$ cat config.mk
export PLATFORM = sky130hd
export DESIGN_NAME = grid_distance_heuristic
export DESIGN_NICKNAME = d
export VERILOG_FILES = /design/src/rtl/gdh_pkg.sv /design/src/rtl/gdh_front.sv /design/src/rtl/gdh_isqrt.sv /design/src/rtl/grid_distance_heuristic.sv
export SDC_FILE = /design/constraint.sdc
export NUM_CORES = 2
export LEC_CHECK = 0
export CORE_MARGIN = 2
export CORE_UTILIZATION = 25
export CTS_CLUSTER_SIZE = 24
export DETAILED_ROUTE_END_ITERATION = 8
export DONT_BUFFER_PORTS = 1
export PLACE_DENSITY_LB_ADDON = 0.12
export SLEW_MARGIN = 5
export SYNTH_ARGS = -nofsm -noshare
export SYNTH_HDL_FRONTEND = slang
export SYNTH_SLANG_ARGS = --single-unit
$ cat constraint.sdc
create_clock -name clk_i -period 5.66 [get_ports clk_i]
set_input_delay 1.415 -clock clk_i [delete_from_list [all_inputs] [get_ports clk_i]]
set_output_delay 1.415 -clock clk_i [all_outputs]
set_load 0.02 [all_outputs]
$ cat src/rtl/gdh_pkg.sv
`default_nettype none

package gdh_pkg;

  // Grid and number format
  localparam int unsigned GRID_SIZE = 1024;
  localparam int unsigned COORD_W   = $clog2(GRID_SIZE);
  localparam int unsigned FRAC_BITS = 8;
  localparam int unsigned DIST_W    = 19;
  localparam logic [DIST_W-1:0] DIST_MAX = '1;

  // Configuration port
  localparam int unsigned METRIC_W = 3;
  localparam int unsigned ADDR_W   = 3;
  localparam int unsigned DATA_W   = 32;
  localparam logic [ADDR_W-3:0] METRIC_IDX = '0;

  typedef enum logic [METRIC_W-1:0] {
    METRIC_MANHATTAN = 3'd0,
    METRIC_CHEBYSHEV = 3'd1,
    METRIC_EUCLID    = 3'd2,
    METRIC_OCTILE    = 3'd3
  } metric_e;

  // Euclidean datapath: sum of squares, scaled radicand, root and remainder
  localparam int unsigned SQ_W   = 2 * COORD_W + 1;
  localparam int unsigned RAD_W  = SQ_W + 2 * FRAC_BITS;
  localparam int unsigned ROOT_W = (RAD_W + 1) / 2;
  localparam int unsigned RADP_W = 2 * ROOT_W;
  localparam int unsigned REM_W  = ROOT_W + 2;

  // Root two rounded to nearest at FRAC_BITS fraction bits (from a Q32 value)
  localparam logic [63:0] SQRT2_Q32  = 64'd6074001000;
  localparam logic [63:0] SQRT2_FULL =
    (SQRT2_Q32 + (64'd1 << (31 - FRAC_BITS))) >> (32 - FRAC_BITS);
  localparam int unsigned SQRT2_W = FRAC_BITS + 1;
  localparam logic [SQRT2_W-1:0] SQRT2 = SQRT2_W'(SQRT2_FULL);
  localparam int unsigned PROD_W = COORD_W + SQRT2_W;

  // Non-Euclidean results and the final selection width
  localparam int unsigned ALT_W  = COORD_W + FRAC_BITS + 2;
  localparam int unsigned SEL_A  = (ROOT_W > ALT_W) ? ROOT_W : ALT_W;
  localparam int unsigned SEL_W  = (SEL_A > DIST_W) ? SEL_A : DIST_W;

  // Result that rides beside the root pipeline
  typedef struct packed {
    logic             euclid;
    logic [ALT_W-1:0] alt;
  } side_t;

  // Front end output: radicand plus side result
  typedef struct packed {
    logic [RAD_W-1:0] rad;
    side_t            side;
  } front_t;

endpackage

`default_nettype wire

$ cat src/rtl/gdh_front.sv
`default_nettype none

module gdh_front (
  input  logic                          clk_i,
  input  logic                          rst_ni,
  input  logic [gdh_pkg::METRIC_W-1:0]  metric_i,
  input  logic                          in_valid_i,
  output logic                          in_ready_o,
  input  logic [gdh_pkg::COORD_W-1:0]   start_row_i,
  input  logic [gdh_pkg::COORD_W-1:0]   start_col_i,
  input  logic [gdh_pkg::COORD_W-1:0]   goal_row_i,
  input  logic [gdh_pkg::COORD_W-1:0]   goal_col_i,
  output logic                          out_valid_o,
  input  logic                          out_ready_i,
  output gdh_pkg::front_t               out_o
);
  import gdh_pkg::*;

  // Stage 1: absolute differences, larger and smaller
  logic                v1_q;
  logic [COORD_W-1:0]  dr_d, dc_d, dr_q, dc_q, hi_q, lo_q;
  logic [METRIC_W-1:0] metric1_q;

  // Stage 2: squares, sums, root-two product
  logic                v2_q;
  logic [COORD_W:0]    man_q;
  logic [COORD_W-1:0]  cheb_q, diff_q;
  logic [2*COORD_W-1:0] sqr_q, sqc_q;
  logic [PROD_W-1:0]   oct_q;
  logic [METRIC_W-1:0] metric2_q;

  // Stage 3: radicand and finished non-Euclidean result
  logic                v3_q;
  front_t              out_d, out_q;
  logic [SQ_W-1:0]     sq_sum;

  logic rdy1, rdy2, rdy3;

  // Ready chain: a stage moves when it is empty or the next one moves
  assign rdy3       = !v3_q || out_ready_i;
  assign rdy2       = !v2_q || rdy3;
  assign rdy1       = !v1_q || rdy2;
  assign in_ready_o = rdy1;

  assign dr_d = (goal_row_i >= start_row_i) ? goal_row_i - start_row_i
                                            : start_row_i - goal_row_i;
  assign dc_d = (goal_col_i >= start_col_i) ? goal_col_i - start_col_i
                                            : start_col_i - goal_col_i;

  // Stage 3 logic
  always_comb begin
    sq_sum          = SQ_W'(sqr_q) + SQ_W'(sqc_q);
    out_d.rad       = RAD_W'(sq_sum) << (2 * FRAC_BITS);
    out_d.side.euclid = 1'b0;
    case (metric_e'(metric2_q))
      METRIC_MANHATTAN: out_d.side.alt = ALT_W'(man_q) << FRAC_BITS;
      METRIC_CHEBYSHEV: out_d.side.alt = ALT_W'(cheb_q) << FRAC_BITS;
      METRIC_OCTILE:    out_d.side.alt = (ALT_W'(diff_q) << FRAC_BITS) + ALT_W'(oct_q);
      METRIC_EUCLID: begin
        out_d.side.alt    = '0;
        out_d.side.euclid = 1'b1;
      end
      default:          out_d.side.alt = '0;
    endcase
  end

  // Valid bits
  always_ff @(posedge clk_i or negedge rst_ni) begin
    if (!rst_ni) begin
      v1_q <= 1'b0;
      v2_q <= 1'b0;
      v3_q <= 1'b0;
    end else begin
      if (rdy1) v1_q <= in_valid_i;
      if (rdy2) v2_q <= v1_q;
      if (rdy3) v3_q <= v2_q;
    end
  end

  // Payload
  always_ff @(posedge clk_i) begin
    if (rdy1 && in_valid_i) begin
      dr_q      <= dr_d;
      dc_q      <= dc_d;
      hi_q      <= (dr_d > dc_d) ? dr_d : dc_d;
      lo_q      <= (dr_d > dc_d) ? dc_d : dr_d;
      metric1_q <= metric_i;
    end
    if (rdy2 && v1_q) begin
      man_q     <= {1'b0, dr_q} + {1'b0, dc_q};
      cheb_q    <= hi_q;
      diff_q    <= hi_q - lo_q;
      sqr_q     <= (2*COORD_W)'(dr_q) * (2*COORD_W)'(dr_q);
      sqc_q     <= (2*COORD_W)'(dc_q) * (2*COORD_W)'(dc_q);
      oct_q     <= PROD_W'(lo_q) * PROD_W'(SQRT2);
      metric2_q <= metric1_q;
    end
    if (rdy3 && v2_q) begin
      out_q <= out_d;
    end
  end

  assign out_valid_o = v3_q;
  assign out_o       = out_q;

endmodule

`default_nettype wire

$ cat src/rtl/gdh_isqrt.sv
`default_nettype none

module gdh_isqrt (
  input  logic                        clk_i,
  input  logic                        rst_ni,
  input  logic                        in_valid_i,
  output logic                        in_ready_o,
  input  logic [gdh_pkg::RAD_W-1:0]   rad_i,
  input  gdh_pkg::side_t              side_i,
  output logic                        out_valid_o,
  input  logic                        out_ready_i,
  output logic [gdh_pkg::ROOT_W-1:0]  root_o,
  output gdh_pkg::side_t              side_o
);
  import gdh_pkg::*;

  // One root bit per stage, restoring method on radicand bit pairs
  logic                v_q    [ROOT_W];
  logic [REM_W-1:0]    rem_q  [ROOT_W];
  logic [ROOT_W-1:0]   root_q [ROOT_W];
  logic [RADP_W-1:0]   rad_q  [ROOT_W];
  side_t               side_q [ROOT_W];
  logic                rdy    [ROOT_W+1];

  assign rdy[ROOT_W] = out_ready_i;

  for (genvar k = 0; k < ROOT_W; k++) begin : g_stage
    logic              v_prev;
    logic [REM_W-1:0]  rem_prev;
    logic [ROOT_W-1:0] root_prev;
    logic [RADP_W-1:0] rad_prev;
    side_t             side_prev;
    logic [REM_W+1:0]  rem_ext;
    logic [REM_W+1:0]  trial;
    logic              take;

    if (k == 0) begin : g_first
      assign v_prev    = in_valid_i;
      assign rem_prev  = '0;
      assign root_prev = '0;
      assign rad_prev  = RADP_W'(rad_i);
      assign side_prev = side_i;
    end else begin : g_next
      assign v_prev    = v_q[k-1];
      assign rem_prev  = rem_q[k-1];
      assign root_prev = root_q[k-1];
      assign rad_prev  = rad_q[k-1];
      assign side_prev = side_q[k-1];
    end

    assign rdy[k]  = !v_q[k] || rdy[k+1];
    // bring down the next two radicand bits and try root*4+1
    assign rem_ext = {rem_prev, rad_prev[2*(ROOT_W-1-k)+1 -: 2]};
    assign trial   = (REM_W+2)'({root_prev, 2'b01});
    assign take    = rem_ext >= trial;

    always_ff @(posedge clk_i or negedge rst_ni) begin
      if (!rst_ni) begin
        v_q[k] <= 1'b0;
      end else if (rdy[k]) begin
        v_q[k] <= v_prev;
      end
    end

    always_ff @(posedge clk_i) begin
      if (rdy[k] && v_prev) begin
        rem_q[k]  <= take ? REM_W'(rem_ext - trial) : REM_W'(rem_ext);
        root_q[k] <= {root_prev[ROOT_W-2:0], take};
        rad_q[k]  <= rad_prev;
        side_q[k] <= side_prev;
      end
    end
  end

  assign in_ready_o  = rdy[0];
  assign out_valid_o = v_q[ROOT_W-1];
  assign root_o      = root_q[ROOT_W-1];
  assign side_o      = side_q[ROOT_W-1];

endmodule

`default_nettype wire

$ cat src/rtl/grid_distance_heuristic.sv
// Grid distance heuristic: distance from a start cell to a goal cell on a
// square grid, in unsigned fixed point with FRAC_BITS fraction bits.
// The metric register (byte address 0) picks Manhattan, Chebyshev,
// Euclidean (floored) or octile; the other codes give zero. Write it only
// while no item is in flight.
// Input channel: in_valid_i/in_ready_o with the four coordinates. Output
// channel: out_valid_o/out_ready_i with distance_o. One result per item.
// An item passes three front stages (differences, multiplies, radicand),
// one stage per root bit in the square root pipeline, and the output
// register. Throughput is one item per cycle while the receiver does not
// stall; every stage carries a valid bit and moves when it is empty or its
// successor moves.
// When the receiver stalls the result holds in the output register and the
// stages behind it keep filling; in_ready_o falls only when every stage is
// occupied. Reset empties the pipeline and sets the metric to Manhattan.
`default_nettype none

module grid_distance_heuristic (
  input  logic                          clk_i,
  input  logic                          rst_ni,
  // configuration port
  input  logic                          psel,
  input  logic                          penable,
  input  logic                          pwrite,
  input  logic [gdh_pkg::ADDR_W-1:0]    paddr,
  input  logic [gdh_pkg::DATA_W-1:0]    pwdata,
  output logic [gdh_pkg::DATA_W-1:0]    prdata,
  output logic                          pready,
  // input items
  input  logic                          in_valid_i,
  output logic                          in_ready_o,
  input  logic [gdh_pkg::COORD_W-1:0]   start_row_i,
  input  logic [gdh_pkg::COORD_W-1:0]   start_col_i,
  input  logic [gdh_pkg::COORD_W-1:0]   goal_row_i,
  input  logic [gdh_pkg::COORD_W-1:0]   goal_col_i,
  // result items
  output logic                          out_valid_o,
  input  logic                          out_ready_i,
  output logic [gdh_pkg::DIST_W-1:0]    distance_o
);
  import gdh_pkg::*;

  logic [METRIC_W-1:0] metric_q;
  logic                hit;

  front_t              fr;
  logic                fr_valid, fr_ready;
  logic                sq_valid, sq_ready;
  logic [ROOT_W-1:0]   sq_root;
  side_t               sq_side;

  logic                out_valid_q;
  logic [DIST_W-1:0]   dist_d, dist_q;
  logic [SEL_W-1:0]    sel;

  // Register access
  assign hit    = paddr[ADDR_W-1:2] == METRIC_IDX;
  assign pready = 1'b1;
  assign prdata = hit ? DATA_W'(metric_q) : '0;

  always_ff @(posedge clk_i or negedge rst_ni) begin
    if (!rst_ni) begin
      metric_q <= METRIC_MANHATTAN;
    end else if (psel && penable && pwrite && hit) begin
      metric_q <= pwdata[METRIC_W-1:0];
    end
  end

  gdh_front u_front (
    .clk_i       (clk_i),
    .rst_ni      (rst_ni),
    .metric_i    (metric_q),
    .in_valid_i  (in_valid_i),
    .in_ready_o  (in_ready_o),
    .start_row_i (start_row_i),
    .start_col_i (start_col_i),
    .goal_row_i  (goal_row_i),
    .goal_col_i  (goal_col_i),
    .out_valid_o (fr_valid),
    .out_ready_i (fr_ready),
    .out_o       (fr)
  );

  gdh_isqrt u_isqrt (
    .clk_i       (clk_i),
    .rst_ni      (rst_ni),
    .in_valid_i  (fr_valid),
    .in_ready_o  (fr_ready),
    .rad_i       (fr.rad),
    .side_i      (fr.side),
    .out_valid_o (sq_valid),
    .out_ready_i (sq_ready),
    .root_o      (sq_root),
    .side_o      (sq_side)
  );

  // Output stage: pick root or side result, saturate
  assign sq_ready = !out_valid_q || out_ready_i;
  assign sel      = sq_side.euclid ? SEL_W'(sq_root) : SEL_W'(sq_side.alt);
  assign dist_d   = (sel > SEL_W'(DIST_MAX)) ? DIST_MAX : sel[DIST_W-1:0];

  always_ff @(posedge clk_i or negedge rst_ni) begin
    if (!rst_ni) begin
      out_valid_q <= 1'b0;
    end else if (sq_ready) begin
      out_valid_q <= sq_valid;
    end
  end

  always_ff @(posedge clk_i) begin
    if (sq_ready && sq_valid) begin
      dist_q <= dist_d;
    end
  end

  assign out_valid_o = out_valid_q;
  assign distance_o  = dist_q;

  // Back pressure reaches the input only when the output is stalled
  assert property (@(posedge clk_i) disable iff (!rst_ni)
    !in_ready_o |-> (out_valid_o && !out_ready_i))
    else $error("input stalled while output is free");

  // A held root result stays valid until the output stage takes it
  assert property (@(posedge clk_i) disable iff (!rst_ni)
    (sq_valid && !sq_ready) |=> sq_valid)
    else $error("root pipeline dropped a stalled item");

  // A new result only appears when the root pipeline offered one
  assert property (@(posedge clk_i) disable iff (!rst_ni)
    (out_valid_o && !$past(out_valid_o)) |-> $past(sq_valid))
    else $error("result appeared without a source item");

endmodule

`default_nettype wire

==> flow_summary.ini <==
[outcome]
status = finished, final reports clean

[critical_path]
cp.required_ps = 6170
crit_type = reg2reg
start_kind = flop
end_kind = flop
arrival_ps = 5920
crit_fanout = 8

[timing]
hold_ws_ps = 354
fin_ws_ps = 253
rsz0062_at_grt = no
hold_violations = 0
finalClockSkew_ps = 36.4
slew_headroom = 0.242
finalMaxSlewViolations = 0
max_freq_mhz = 185
setup_viol = 0
timing.final.crit_share = 0.955
worstMarginPinSlew_ps = 1110
fin_crit_ps = 5410

[drt]
via_per_inst = 4.15
ant_nets = 0
drt_iter0_drc = 1694
drc = 0
postRouteWirelength_um = 133000
wl_per_cell_um = 15.7
dr.pass1.iters = 5
vias = 35200

[die]
fp.dieW_um = 503
core_um2 = 248000
io_pins = 136
initial_utilization = 0.251
dieArea_um2 = 253000
dieHeight_um = 503
rows = 183

[global_routing]
grt_max_degree = 91
grt_pass1_wl_um = 211000
grt_pass1_vias = 36700
antenna_found_initial = 0
gr-total-overflow = 0
grt_usage = 0.106

[clocking]
clk_pin_slew_ps = 60
cts_buffers = 146
ctsRootBufferMaster = clkbuf_16
cts_max_path_buffers = 3
clock_latency_ps = 780
clock-sinks = 1238
htreeDepth = 4
cts_tree = built

[layout]
fillers = 25300
areaGrowthSynthToFinish_pct = 15.2
layout_common_cells = edfxtp_1 (1212), inv_1 (557), ha_1 (427), nor2_1 (302), nand2_1 (255)
finish.net_count = 5658
drive_gt1_frac = 0.0865
final_core_util = 0.289
final_common_cell = edfxtp_1
diodes = 0
fin_area_um2 = 71800

[yosys]
ys_warn_count = 0
avgSynthCellArea_um2 = 12.9
synth_flop_cell = edfxtp_1
synth_edf_count = 1212
async_reset_ff_frac = 0.0210
ys_ff_latch = 1238
syn_area_um2 = 62300
synth_cells = 4831
ys_types = 93
seq_area_frac_synth = 0.595

[placed_design]
place_congestion = 0.788
dp_hpwl_um = 101000
pre_cts_slack_ps = 22.1
placement.io_buffers = 0
placed_area_um2 = 67000

[flow_run]
timing.max_cap.violations = 0

[pwr]
powerDensity_nw_per_um2 = 589
p_leak_nw = 28.0
peakVddDrop_mv = 0.678

[min_path]
hold_class = in2async
## cells by family (layout without fill, tap and decap cells)
group	after synthesis	in the layout	synth area share
other	2	31	0.000121
and+or+nand+nor	1150	1150	0.0923
xor gates and xnor gates	332	332	0.0467
DFF	1238	1238	0.595
AOI/OAI and AO/OA	789	789	0.0803
muxes	90	90	0.0155
buffers and inverters	672	946	0.0424
adders and majority gates	558	558	0.128
## critical path, stage by stage, from the launching register on
cell	delay [ps]
edfxtp_1	520
nand2_1	170
inv_1	60
fa_1	450
fa_1	470
ha_1	330
fa_1	540
inv_1	50
fa_1	500
inv_1	40
ha_1	350
a2111o_1	400
o221ai_2	190
a211oi_1	150
or3_1	430
a31o_2	250
a21oi_1	160
xor2_1	90
## power breakdown
group | total [mW] | switching, mW | internal (mW)
Combinational | 18.7 | 10.5 | 8.18
Clock | 9.18 | 3.77 | 5.40
Sequential | 14.4 | 1.09 | 13.3
Total | 42.3 | 15.4 | 26.9
## cells in the mapped netlist (all sizes together) (13+ instances only)
cell,number,area share
a21oi,217,0.017
a31oi,19,0.0019
nand2b,53,0.0053
nor4,39,0.0044
buf,36,0.0041
dfrtp,26,0.010
nor2b,57,0.0057
nand2,256,0.015
and3,22,0.0022
xnor2,202,0.028
o21a,70,0.0084
ha,427,0.086
o211ai,22,0.0027
inv,561,0.034
a211oi,31,0.0038
nor3,105,0.0086
edfxtp,1212,0.58
nand3,77,0.0062
or2,27,0.0027
mux2,52,0.0094
fa,131,0.042
or3,46,0.0046
xor2,130,0.018
a21boi,25,0.0030
and2,70,0.0070
mux2i,38,0.0061
nand3b,21,0.0025
o21ai,202,0.016
o21bai,19,0.0023
nor2,304,0.018
or4,13,0.0017
nand4,27,0.0027
clkbuf,74,0.0045
a21o,65,0.0078
o31ai,25,0.0031
## cell type report
class	instances	area (µm²)	share of cell area
multi-input cells	2950	22900	0.319
inverters	562	2110	0.0294
clock inverters	77	749	0.0104
well taps	3330	4170	0.0581
flip-flops and latches	1238	37000	0.516
clock buffers	187	3880	0.0541
repair buffers	120	930	0.0130
## metrics by stage
stage	setup TNS [ps]	total power, mW	std cells
floorplan	0	28.2	4860
global placement	-19.4	33.7	8189
detailed placement	0	33.6	8189
CTS	0	43.2	8453
global route	0	46.2	8464
finish	0	42.3	8464
## final timing paths
check / from / to / slack (ps) / cells after the start
max: u_front.dr_q[2] / u_front.sqr_q[19] / 250 / 17
min: rst_ni / out_valid_o / 350 / 0
max reg2reg: u_front.dr_q[2] / u_front.sqr_q[19] / 250 / 17
min reg2reg: u_isqrt.rad_q[3][26] / u_isqrt.rad_q[4][26] / 400 / 0
max in group asynchronous: rst_ni / u_isqrt.g_stage[18].v_prev / 5200 / 0
min in group clk_i: u_isqrt.rad_q[3][26] / u_isqrt.rad_q[4][26] / 400 / 0
## state kept, by name (all words and copies together) (netlist names), 10 cells and up
name and count:
u_isqrt.side_q 380, u_isqrt.rem_q 339, u_isqrt.root_q 183, u_isqrt.rad_q 117
u_front.out_o 41, distance_o 19, u_front.sqc_q 19, u_front.sqr_q 19
u_front.oct_q 18, u_isqrt.g_stage.v_prev 18, u_front.man_q 11, u_front.cheb_q 10
u_front.dc_q 10, u_front.diff_q 10, u_front.dr_q 10, u_front.hi_q 10
u_front.lo_q 10
## timing repair
action	CTS	global route
endpoints found under the setup margin	0	4
hold endpoints to repair	0	0
gates resized for setup	0	7
hold buffers	0	0
setup buffers	0	11
## per-layer routing
metal / share of wire / up-vias / global-route usage
met5: 0 / - / 0
met4: 0.028 / 0 / 0.0334
met3: 0.030 / 201 / 0.0187
met2: 0.52 / 392 / 0.194
met1: 0.42 / 16900 / 0.126
li1: - / 17700 / -
Note: power is estimated with default switching activity, not from simulation.
